==> config.mk <==
export PLATFORM = sky130hd
export DESIGN_NAME = prts_ctrl
export DESIGN_NICKNAME = d
export VERILOG_FILES = /design/src/rtl/prts_pkg.sv /design/src/rtl/prts_ctrl.sv
export SDC_FILE = /design/constraint.sdc
export NUM_CORES = 1
export LEC_CHECK = 0
export ABC_AREA = 1
export BUFFER_PORTS_ARGS = -buffer_cell sky130_fd_sc_hd__buf_2
export CAP_MARGIN = 5
export CORE_MARGIN = 3
export CORE_UTILIZATION = 53
export CTS_CLUSTER_DIAMETER = 100
export CTS_CLUSTER_SIZE = 30
export DETAILED_ROUTE_END_ITERATION = 8
export PLACE_DENSITY_LB_ADDON = 0.05
export SLEW_MARGIN = 10
export SYNTH_ARGS = -nofsm -noshare
export SYNTH_HDL_FRONTEND = slang
export SYNTH_SLANG_ARGS = --single-unit
export TNS_END_PERCENT = 50
==> constraint.sdc <==
create_clock -name clk -period 3.8 [get_ports clk]
set_input_delay 0.38 -clock clk [delete_from_list [all_inputs] [get_ports clk]]
set_output_delay 0.38 -clock clk [all_outputs]
set_load 0.02 [all_outputs]
==> src/rtl/prts_pkg.sv <==
`timescale 1ns / 1ps

package prts_pkg;

    typedef enum logic [1:0] {
        OP_LOAD      = 2'd0,
        OP_ROTATE    = 2'd1,
        OP_TRANSLATE = 2'd2,
        OP_SCALE     = 2'd3
    } op_t;

    typedef enum logic [2:0] {
        S_IDLE,
        S_REDUCE,
        S_QUAD,
        S_CORDIC,
        S_MUL,
        S_FINISH
    } state_t;

    // width of the arctangent table index
    localparam int IDX_W = 5;

    typedef struct packed {
        logic             capture;
        logic             reduce;
        logic             quad;
        logic             step;
        logic [IDX_W-1:0] step_idx;
        logic             mul_en;
        logic [1:0]       mul_idx;
        logic             acc_init;
        logic             acc_en;
        logic [1:0]       acc_idx;
        logic             finish;
        op_t              mode;
    } dp_cmd_t;

    // angles in Q8.8 degrees
    localparam logic signed [19:0] ANGLE_FULL    = 20'sd92160;
    localparam logic signed [19:0] ANGLE_QUARTER = 20'sd23040;
    localparam logic signed [19:0] ANGLE_EIGHTH  = 20'sd11520;

    // 1/K in Q30
    localparam logic signed [30:0] GAIN_Q30 = 31'sd652032874;

    // atan(2^-i) in degrees, Q8.24
    function automatic logic signed [31:0] atan_deg(input logic [IDX_W-1:0] idx);
        logic signed [31:0] v;
        case (idx)
            5'd0:  v = 32'sd754974720;
            5'd1:  v = 32'sd445687602;
            5'd2:  v = 32'sd235489088;
            5'd3:  v = 32'sd119537938;
            5'd4:  v = 32'sd60000934;
            5'd5:  v = 32'sd30029717;
            5'd6:  v = 32'sd15018523;
            5'd7:  v = 32'sd7509720;
            5'd8:  v = 32'sd3754917;
            5'd9:  v = 32'sd1877466;
            5'd10: v = 32'sd938734;
            5'd11: v = 32'sd469367;
            5'd12: v = 32'sd234684;
            5'd13: v = 32'sd117342;
            5'd14: v = 32'sd58671;
            5'd15: v = 32'sd29335;
            5'd16: v = 32'sd14668;
            5'd17: v = 32'sd7334;
            5'd18: v = 32'sd3667;
            5'd19: v = 32'sd1833;
            5'd20: v = 32'sd917;
            5'd21: v = 32'sd458;
            5'd22: v = 32'sd229;
            5'd23: v = 32'sd115;
            5'd24: v = 32'sd57;
            5'd25: v = 32'sd29;
            5'd26: v = 32'sd14;
            5'd27: v = 32'sd7;
            5'd28: v = 32'sd4;
            5'd29: v = 32'sd2;
            5'd30: v = 32'sd1;
            default: v = 32'sd0;
        endcase
        return v;
    endfunction

endpackage

==> src/rtl/prts_ctrl.sv <==
`timescale 1ns / 1ps

module prts_ctrl
    import prts_pkg::*;
#(
    parameter int CORDIC_STEPS = 16
)
(
    input  logic       clk,
    input  logic       rst_n,
    input  logic       in_valid,
    output logic       in_ready,
    input  logic [1:0] opcode,
    output logic       out_valid,
    input  logic       out_ready,
    output dp_cmd_t    cmd
);

    localparam int CW = (CORDIC_STEPS > 1) ? $clog2(CORDIC_STEPS) : 1;
    localparam logic [CW-1:0] LAST_STEP = CW'(CORDIC_STEPS - 1);

    state_t        state_reg, state_next;
    op_t           op_reg, op_next;
    logic [CW-1:0] cnt_reg, cnt_next;
    logic [2:0]    mcnt_reg, mcnt_next;
    logic          out_valid_reg, out_valid_next;
    logic [2:0]    nprod;

    always_ff @(posedge clk or negedge rst_n)
    begin
        if (!rst_n)
        begin
            state_reg     <= S_IDLE;
            op_reg        <= OP_LOAD;
            cnt_reg       <= '0;
            mcnt_reg      <= '0;
            out_valid_reg <= 1'b0;
        end
        else
        begin
            state_reg     <= state_next;
            op_reg        <= op_next;
            cnt_reg       <= cnt_next;
            mcnt_reg      <= mcnt_next;
            out_valid_reg <= out_valid_next;
        end
    end

    // rotate needs hi/lo partial products for x and y; scale one each
    assign nprod = (op_reg == OP_ROTATE) ? 3'd4 : 3'd2;

    always_comb
    begin
        state_next     = state_reg;
        op_next        = op_reg;
        cnt_next       = cnt_reg;
        mcnt_next      = mcnt_reg;
        out_valid_next = out_valid_reg && !out_ready;

        cmd          = '0;
        cmd.mode     = op_reg;
        cmd.step_idx = IDX_W'(cnt_reg);
        cmd.mul_idx  = mcnt_reg[1:0];
        cmd.acc_idx  = 2'(mcnt_reg - 3'd1);

        unique case (state_reg)
            S_IDLE:
            begin
                if (in_valid)
                begin
                    cmd.capture = 1'b1;
                    op_next     = op_t'(opcode);
                    mcnt_next   = '0;
                    case (op_t'(opcode))
                        OP_ROTATE: state_next = S_REDUCE;
                        OP_SCALE:  state_next = S_MUL;
                        default:   state_next = S_FINISH;
                    endcase
                end
            end
            S_REDUCE:
            begin
                cmd.reduce = 1'b1;
                state_next = S_QUAD;
            end
            S_QUAD:
            begin
                cmd.quad   = 1'b1;
                cnt_next   = '0;
                state_next = S_CORDIC;
            end
            S_CORDIC:
            begin
                cmd.step = 1'b1;
                if (cnt_reg == LAST_STEP)
                begin
                    mcnt_next  = '0;
                    state_next = S_MUL;
                end
                else
                begin
                    cnt_next = cnt_reg + 1'b1;
                end
            end
            S_MUL:
            begin
                // product of step k is summed in step k+1
                cmd.mul_en   = (mcnt_reg < nprod);
                cmd.acc_init = (mcnt_reg == 3'd0);
                cmd.acc_en   = (mcnt_reg != 3'd0);
                if (mcnt_reg == nprod)
                    state_next = S_FINISH;
                else
                    mcnt_next = mcnt_reg + 3'd1;
            end
            S_FINISH:
            begin
                if (!out_valid_reg || out_ready)
                begin
                    cmd.finish     = 1'b1;
                    out_valid_next = 1'b1;
                    state_next     = S_IDLE;
                end
            end
            default:
            begin
                state_next = S_IDLE;
            end
        endcase
    end

    assign in_ready  = (state_reg == S_IDLE);
    assign out_valid = out_valid_reg;

endmodule

### Yosys cells after proc, flatten, opt, wreduce, memory -nomap -nowiden

Index checks and enable logic that the tools add are counted.

| operators by class | value |
|---|---|
| reductions and logical operators | 13 |
| div/mod/pow operators | 0 |
| magnitude comparators | 1 |
| multiplexer cells | 24 |
| add/sub/neg operators | 3 |
| bitwise operators | 0 |
| equality and inequality tests | 16 |
| multipliers | 0 |
| shifts and indexed selects | 0 |

Operator list:

| cell | number |
|---|---|
| $mux 3 | 8 |
| $pmux 3 s6 | 1 |
| $ne 2x2->1 const B | 6 |
| $mux 1 | 10 |
| $pmux 3 s3 | 1 |
| $pmux 4 s2 | 1 |
| $reduce_and 4->1 | 2 |
| $eq 3x2->1 const B | 2 |
| $eq 3x3->1 const B | 2 |
| $logic_not 3->1 | 2 |
| $pmux 3 s2 | 1 |
| $reduce_bool 3->1 | 2 |
| $add 4x1->4 const B | 1 |
| $eq 2x1->1 const B | 2 |
| $eq 4x4->1 const B | 1 |
| $mux 4 | 1 |
| $reduce_and 2->1 | 2 |
| $add 3x1->3 const B | 1 |
| $eq 3x1->1 const B | 1 |
| $eq 3x3->1 | 1 |
| $lt 3x3->1 | 1 |
| $eq 2x2->1 const B | 1 |
| $logic_not 1->1 | 2 |
| $mux 2 | 1 |
| other kinds (4) | 4 |

| storage, ports and cells | value |
|---|---|
| bits in writable memories | 0 |
| flip-flop bits (word level) | 13 |
| output and inout bits | 21 |
| ROM bits | 0 |
| memories kept | 0 |
| bits of input ports | 6 |
| latch bits | 0 |

### Logic depth before layout (Yosys ltp)

Gate-level depths: netlist of run 1.

| logic depth | value |
|---|---|
| word-level depth | 5 |
| gate-level depth with buffers | 10 |

### Worst setup path after synthesis of run 1

No wires, ideal clock.

| timing path | value |
|---|---|
| path kind | flip-flop to output port |
| start | register op_reg[1] |
| end | output cmd[9] in the netlist's numbering |
| arrival | 1.440 ns |
| data required time | 3.420 ns |
| cell stages (with the launch flop) | 5 |
| path slack | 1.980 ns |
| path through | dfrtp_1 > inv_1 > nand2_1 > ha_1 > a211oi_1 |

RTL lines:

| element | line | text |
|---|---|---|
| start: declaration | prts_ctrl.sv:23 | `op_t op_reg, op_next;` |
| start signal: assignment | prts_ctrl.sv:42 | `op_reg <= op_next;` |
| end: declaration | prts_ctrl.sv:16 | `output dp_cmd_t cmd` |

==> flow_summary.toml, run 1 <==
[drt]
vias = 805
drtIter0Drc = 25
first_pass_iters = 5
drc = 0
drtAntennaViolNets = 0
totalWireLength_mm = 1.79
via_per_inst = 5.13
routedWlPerCell_um = 11.4

[job]
cap_violations = 0

[timing]
fmax_mhz = 504
setup_viol = 0
grt_setup_unrepaired = "no"
period_share_pct = 52.2
final-hold-violation-count = 0
period_needed_ns = 1.98
tns_ns = 0
slew_viol_final = 0
fin_skew_ns = 0.00554

[clock_network]
cts_buffers = 3
clkTransAtPathRegs_ns = 0.08
clock_latency_ns = 0.28
cts_tree = "yes"
postCtsSetupRepairBufs = 0
cts_buffer_depth = 2
root_buffer = "clkbuf_4"
h-tree-depth = 1
cts_sinks = 13

[synthesis]
synth_cells = 115
synth_top_cell_by_area = "dfrtp_1"
ys_ff_latch = 13
synth_cell_types = 23
syn_avg_cell_area_sq_um = 7.55
ys_seq_area_share_pct = 37.5
synthTopCellsByArea = "dfrtp_1 (37%), nand2_1 (14%), ha_1 (7.2%)"
yosysWarnings = 0
synth_area_sq_um = 868
syn-num-nets = 126
yosysTopAreaCellShare_pct = 37.5

[cells_and_area]
finalNetCount = 154
largest_register_ffs = 4
final_util_pct = 72.5
layout-drive-gt1-share_pct = 31.0
syn_to_final_growth_pct = 18.2
diodes = 0
final_cells = 157

[power_and_ir_drop]
irDropWorstVdd_uv = 544
power_uw = 929
power_density_nw_per_um2 = 905
leakagePower_nw = 0.613

[floorplanning]
die_area_sq_um = 2160
dieWidth_um = 46.5
initial_core_util_pct = 61.4
ios = 27
coreArea_sq_um = 1420
rows = 13
fp.dieH_um = 46.5

[worst_setup_path]
crit_arrival_ns = 1.60
crit_type = "register to primary output"
crit_path_start = "state_reg[0]"
cp-start-kind = "register"
cp_data_required_time_ns = 3.42
crit_path_end_kind = "primary output"
crit_path_max_fanout = 7
regToRegStartpoint = "op_reg[1]"

[global_route]
grt_pass1_vias = 710
grt_pass1_wl_mm = 2.95
grt-ovfl-total = 0
antenna_found_initial = 0
grt_max_degree = 14
grt_use_total_pct = 19.0

[min_path]
hp-start = "opcode[0]"
hp-class = "input port to register"

[place]
io_buffers = 25
dp_hpwl_mm = 1.37
placed_cells = 152
gp_congestion = 0.833

[run_status]
status = "finished, final reports clean"
==> final cells by class <==
cell class                 instances  area [sq um]
multi-input combinational         83           460
fill                             116           389
sequential                        13           325
timing repair buffer              26           135
inverter                          16          60.1
clock buffer                       4          26.3
tap                               15          18.8
==> Yosys cell counts <==
cell type	count
buf_4	3
nor2_1	10
nor3_1	1
a211oi_1	1
o21ai_0	1
ha_1	5
dfrtp_1	13
xor2_1	1
o21ai_1	3
nand2_4	2
nor3_2	2
o21bai_1	1
nor2_4	3
inv_2	4
nor2_2	2
a21oi_1	1
inv_1	12
xnor2_1	1
o31ai_1	1
nand2_2	3
conb_1	1
nand2_1	33
nand3_1	11
==> final timing paths <==
| check | cells past startpoint | slack, ns | end |
|---|---|---|---|
| setup / recovery | 4 | 1.82 | cmd[6] |
| hold / removal | 3 | 0.33 | op_reg[0] |
| setup reg to reg | 10 | 2.25 | state_reg[0] |
| hold reg to reg | 2 | 0.51 | op_reg[0] |
| max in group asynchronous | 2 | 3.06 | state_reg[0] |
| min in group asynchronous | 2 | 0.51 | mcnt_reg[1] |
==> placed cells by master (no fill, tap or decap), types with 4 or more instances in the layout <==
| cell type | instances |
|---|---|
| buf_2 | 25 |
| dfrtp_1 | 13 |
| ha_1 | 5 |
| inv_1 | 12 |
| inv_2 | 4 |
| nand2_1 | 33 |
| nand3_1 | 11 |
| nor2_1 | 10 |
==> per-layer routing <==
metal	global-route usage, %	vias up	part of all wire [%]
met3	3.52	4	6.8
met1	24.1	359	45
met2	31.9	30	46
met5	0	-	0
met4	6.82	0	1.7
li1	-	412	-
==> critical path, stage by stage (launching register included) <==
cell	delay, ns
dfrtp_1	0.50
nor2_2	0.26
nand2_2	0.14
nor3_1	0.23
buf_2	0.21
==> through the flow <==
stage	hold WS, ns	setup WS (ns)	instance area [sq um]
after floorplan	0.0844	1.98	868
after global placement	0.279	2.24	990
after detailed placement	0.284	2.21	990
after CTS	0.334	1.84	1030
after global routing	0.348	1.75	1030
final	0.332	1.82	1030
==> repair_timing <==
item,in CTS,in global routing
hold buffers,1,0
endpoints found under the hold margin,13,0
gates resized for setup,0,0
==> logic make-up (layout without fill, tap and decap cells) <==
family / count (synthesis) / in the layout / synth area share (%)
and+or+nand+nor: 67 / 67 / 37.9
buffers and inverters: 19 / 46 / 9.51
DFF: 13 / 13 / 37.5
AOI/OAI and AO/OA: 8 / 8 / 5.47
adders and majority gates: 5 / 5 / 7.20
xor gates and xnor gates: 2 / 2 / 2.02
other: 1 / 1 / 0.432
==> power breakdown <==
group | switching [mW] | leakage, nW | total, mW | internal [mW]
Clock | 0.0465 | 0.0150 | 0.0872 | 0.0407
Combinational | 0.367 | 0.430 | 0.561 | 0.194
Sequential | 0.0845 | 0.169 | 0.280 | 0.196
Note: power is estimated with default switching activity, not from simulation.
==> run 2, diff against run 1 <==
--- a/config.mk
+++ b/config.mk
@@ -9,7 +9,7 @@
 export BUFFER_PORTS_ARGS = -buffer_cell sky130_fd_sc_hd__buf_2
 export CAP_MARGIN = 5
 export CORE_MARGIN = 3
-export CORE_UTILIZATION = 53
+export CORE_UTILIZATION = 49
 export CTS_CLUSTER_DIAMETER = 100
 export CTS_CLUSTER_SIZE = 30
 export DETAILED_ROUTE_END_ITERATION = 8
==> constraint.sdc (replaced) <==
create_clock -name clk -period 2 [get_ports clk]
set_input_delay 0.2 -clock clk [delete_from_list [all_inputs] [get_ports clk]]
set_output_delay 0.2 -clock clk [all_outputs]
set_load 0.02 [all_outputs]
==> flow_summary.toml, run 2 (synthesis results as in run 1) <==
[timing]
grt_setup_unrepaired = "no"
slew_viol_final = 0
whs_ns = 0.155
period_share_pct = 87.5
fin_skew_ns = 0.00524
period_needed_ns = 1.75
setup_viol = 0
final-hold-violation-count = 0
fmax_mhz = 572
tns_ns = 0

[power_and_ir_drop]
leakagePower_nw = 0.613
power_mw = 1.74
irDropWorstVdd_uv = 864
power_density_nw_per_um2 = 1670

[cells_and_area]
largest_register_ffs = 4
final_util_pct = 65.1
layout-drive-gt1-share_pct = 31.0
diodes = 0
syn_to_final_growth_pct = 19.5
design_area_sq_um = 1040
mostFrequentLayoutCell = "nand2_1"
final_cell_mix = "nand2_1 (33), buf_2 (25), dfrtp_1 (13), inv_1 (12), nand3_1 (11)"
finalNetCount = 154

[drt]
drc = 0
via_per_inst = 4.61
vias = 765
drtAntennaViolNets = 0
first_pass_iters = 4
routedWlPerCell_um = 10.1
totalWireLength_mm = 1.67
drtIter0Drc = 7

[clock_network]
clkTransAtPathRegs_ns = 0.08
cts_buffers = 3
clock_latency_ns = 0.27
cts_buffer_depth = 2
cts_tree = "yes"
cts_sinks = 13
ctsResizeCount = 0
root_buffer = "clkbuf_4"
postCtsSetupRepairBufs = 0
h-tree-depth = 1

[global_route]
grt_pass1_vias = 613
grt_busiest_layer = "met1"
grtUsageMet2_pct = 23.7
antenna_found_initial = 0
grt_pass1_wl_mm = 2.70
use_met1_pct = 24.9
grt_max_degree = 14
grt_use_total_pct = 16.8
grt-ovfl-total = 0
grt_util_met3_pct = 3.32

[job]
cap_violations = 0

[worst_setup_path]
crit_path_start = "state_reg[0]"
crit_arrival_ns = 1.55
crit_path_end_kind = "primary output"
critPathMaxStageDelay_ns = 0.51
cp_slowest_cell = "dfrtp_1"
crit_path_max_fanout = 7
reg2reg_depth = 10
rrSetupSlack_ns = 0.49
cp-start-kind = "register"
regToRegStartpoint = "op_reg[1]"
cp_data_required_time_ns = 1.80
crit_type = "register to primary output"
path_cells = "nor2_2, nand2_2, a211oi_1, buf_2"

[floorplanning]
dieWidth_um = 48.1
coreArea_sq_um = 1590
fp.dieH_um = 48.1
ios = 27
rows = 14
die_area_sq_um = 2310
initial_core_util_pct = 54.5

[min_path]
hp-start = "opcode[0]"
hp-class = "input port to register"
min_path_cells = 3

[place]
io_buffers = 25
dp_hpwl_mm = 1.36
gp_congestion = 0.823
dpl-instance-area_sq_um = 1000

[run_status]
status = "finished, final reports clean"
-- run 2: final cells by class --
class / count / area, sq um
Fill cell: 140 / 557
Multi-Input combinational cell: 83 / 460
Sequential cell: 13 / 325
Timing Repair Buffer: 26 / 135
Inverter: 16 / 60.1
Tap cell: 24 / 30.0
Clock buffer: 4 / 26.3
-- run 2: path summary, 6_finish.rpt --
check                          endpoint
max                              cmd[9]
min                           op_reg[0]
max reg2reg                state_reg[0]
min reg2reg                   op_reg[0]
max in group asynchronous    cnt_reg[3]
min in group asynchronous   mcnt_reg[0]
-- run 2: layer usage --
layer  vias up  wire, um
met5         -         0
met4         0        16
met3         2        79
met2        15       717
met1       332       861
li1        416         -
-- run 2: per-stage QoR --
| stage | instances | setup WS, ns |
|---|---|---|
| floorplan | 115 | 0.360 |
| global placement | 161 | 0.557 |
| detailed placement | 161 | 0.484 |
| CTS | 166 | 0.236 |
| global route | 166 | 0.135 |
| finish | 166 | 0.251 |
-- run 2: critical path, delay by kind of cell (launching register included) --
family | cells | cell delay (ns)
flip-flops | 1 | 0.51
AND/OR/NAND/NOR | 2 | 0.39
buffers and inverters | 1 | 0.20
AO/OA/AOI/OAI | 1 | 0.18
-- run 2: timing repair --
item,CTS,global route
hold buffers,1,0
endpoints found under the setup margin,0,0
hold endpoints to repair,13,0
-- run 2: where the power goes --
group | total (mW) | leakage, nW | internal [mW] | switching (mW)
clock network | 0.159 | 0.0150 | 0.0770 | 0.0820
registers | 0.537 | 0.169 | 0.372 | 0.165
logic | 1.04 | 0.430 | 0.367 | 0.673
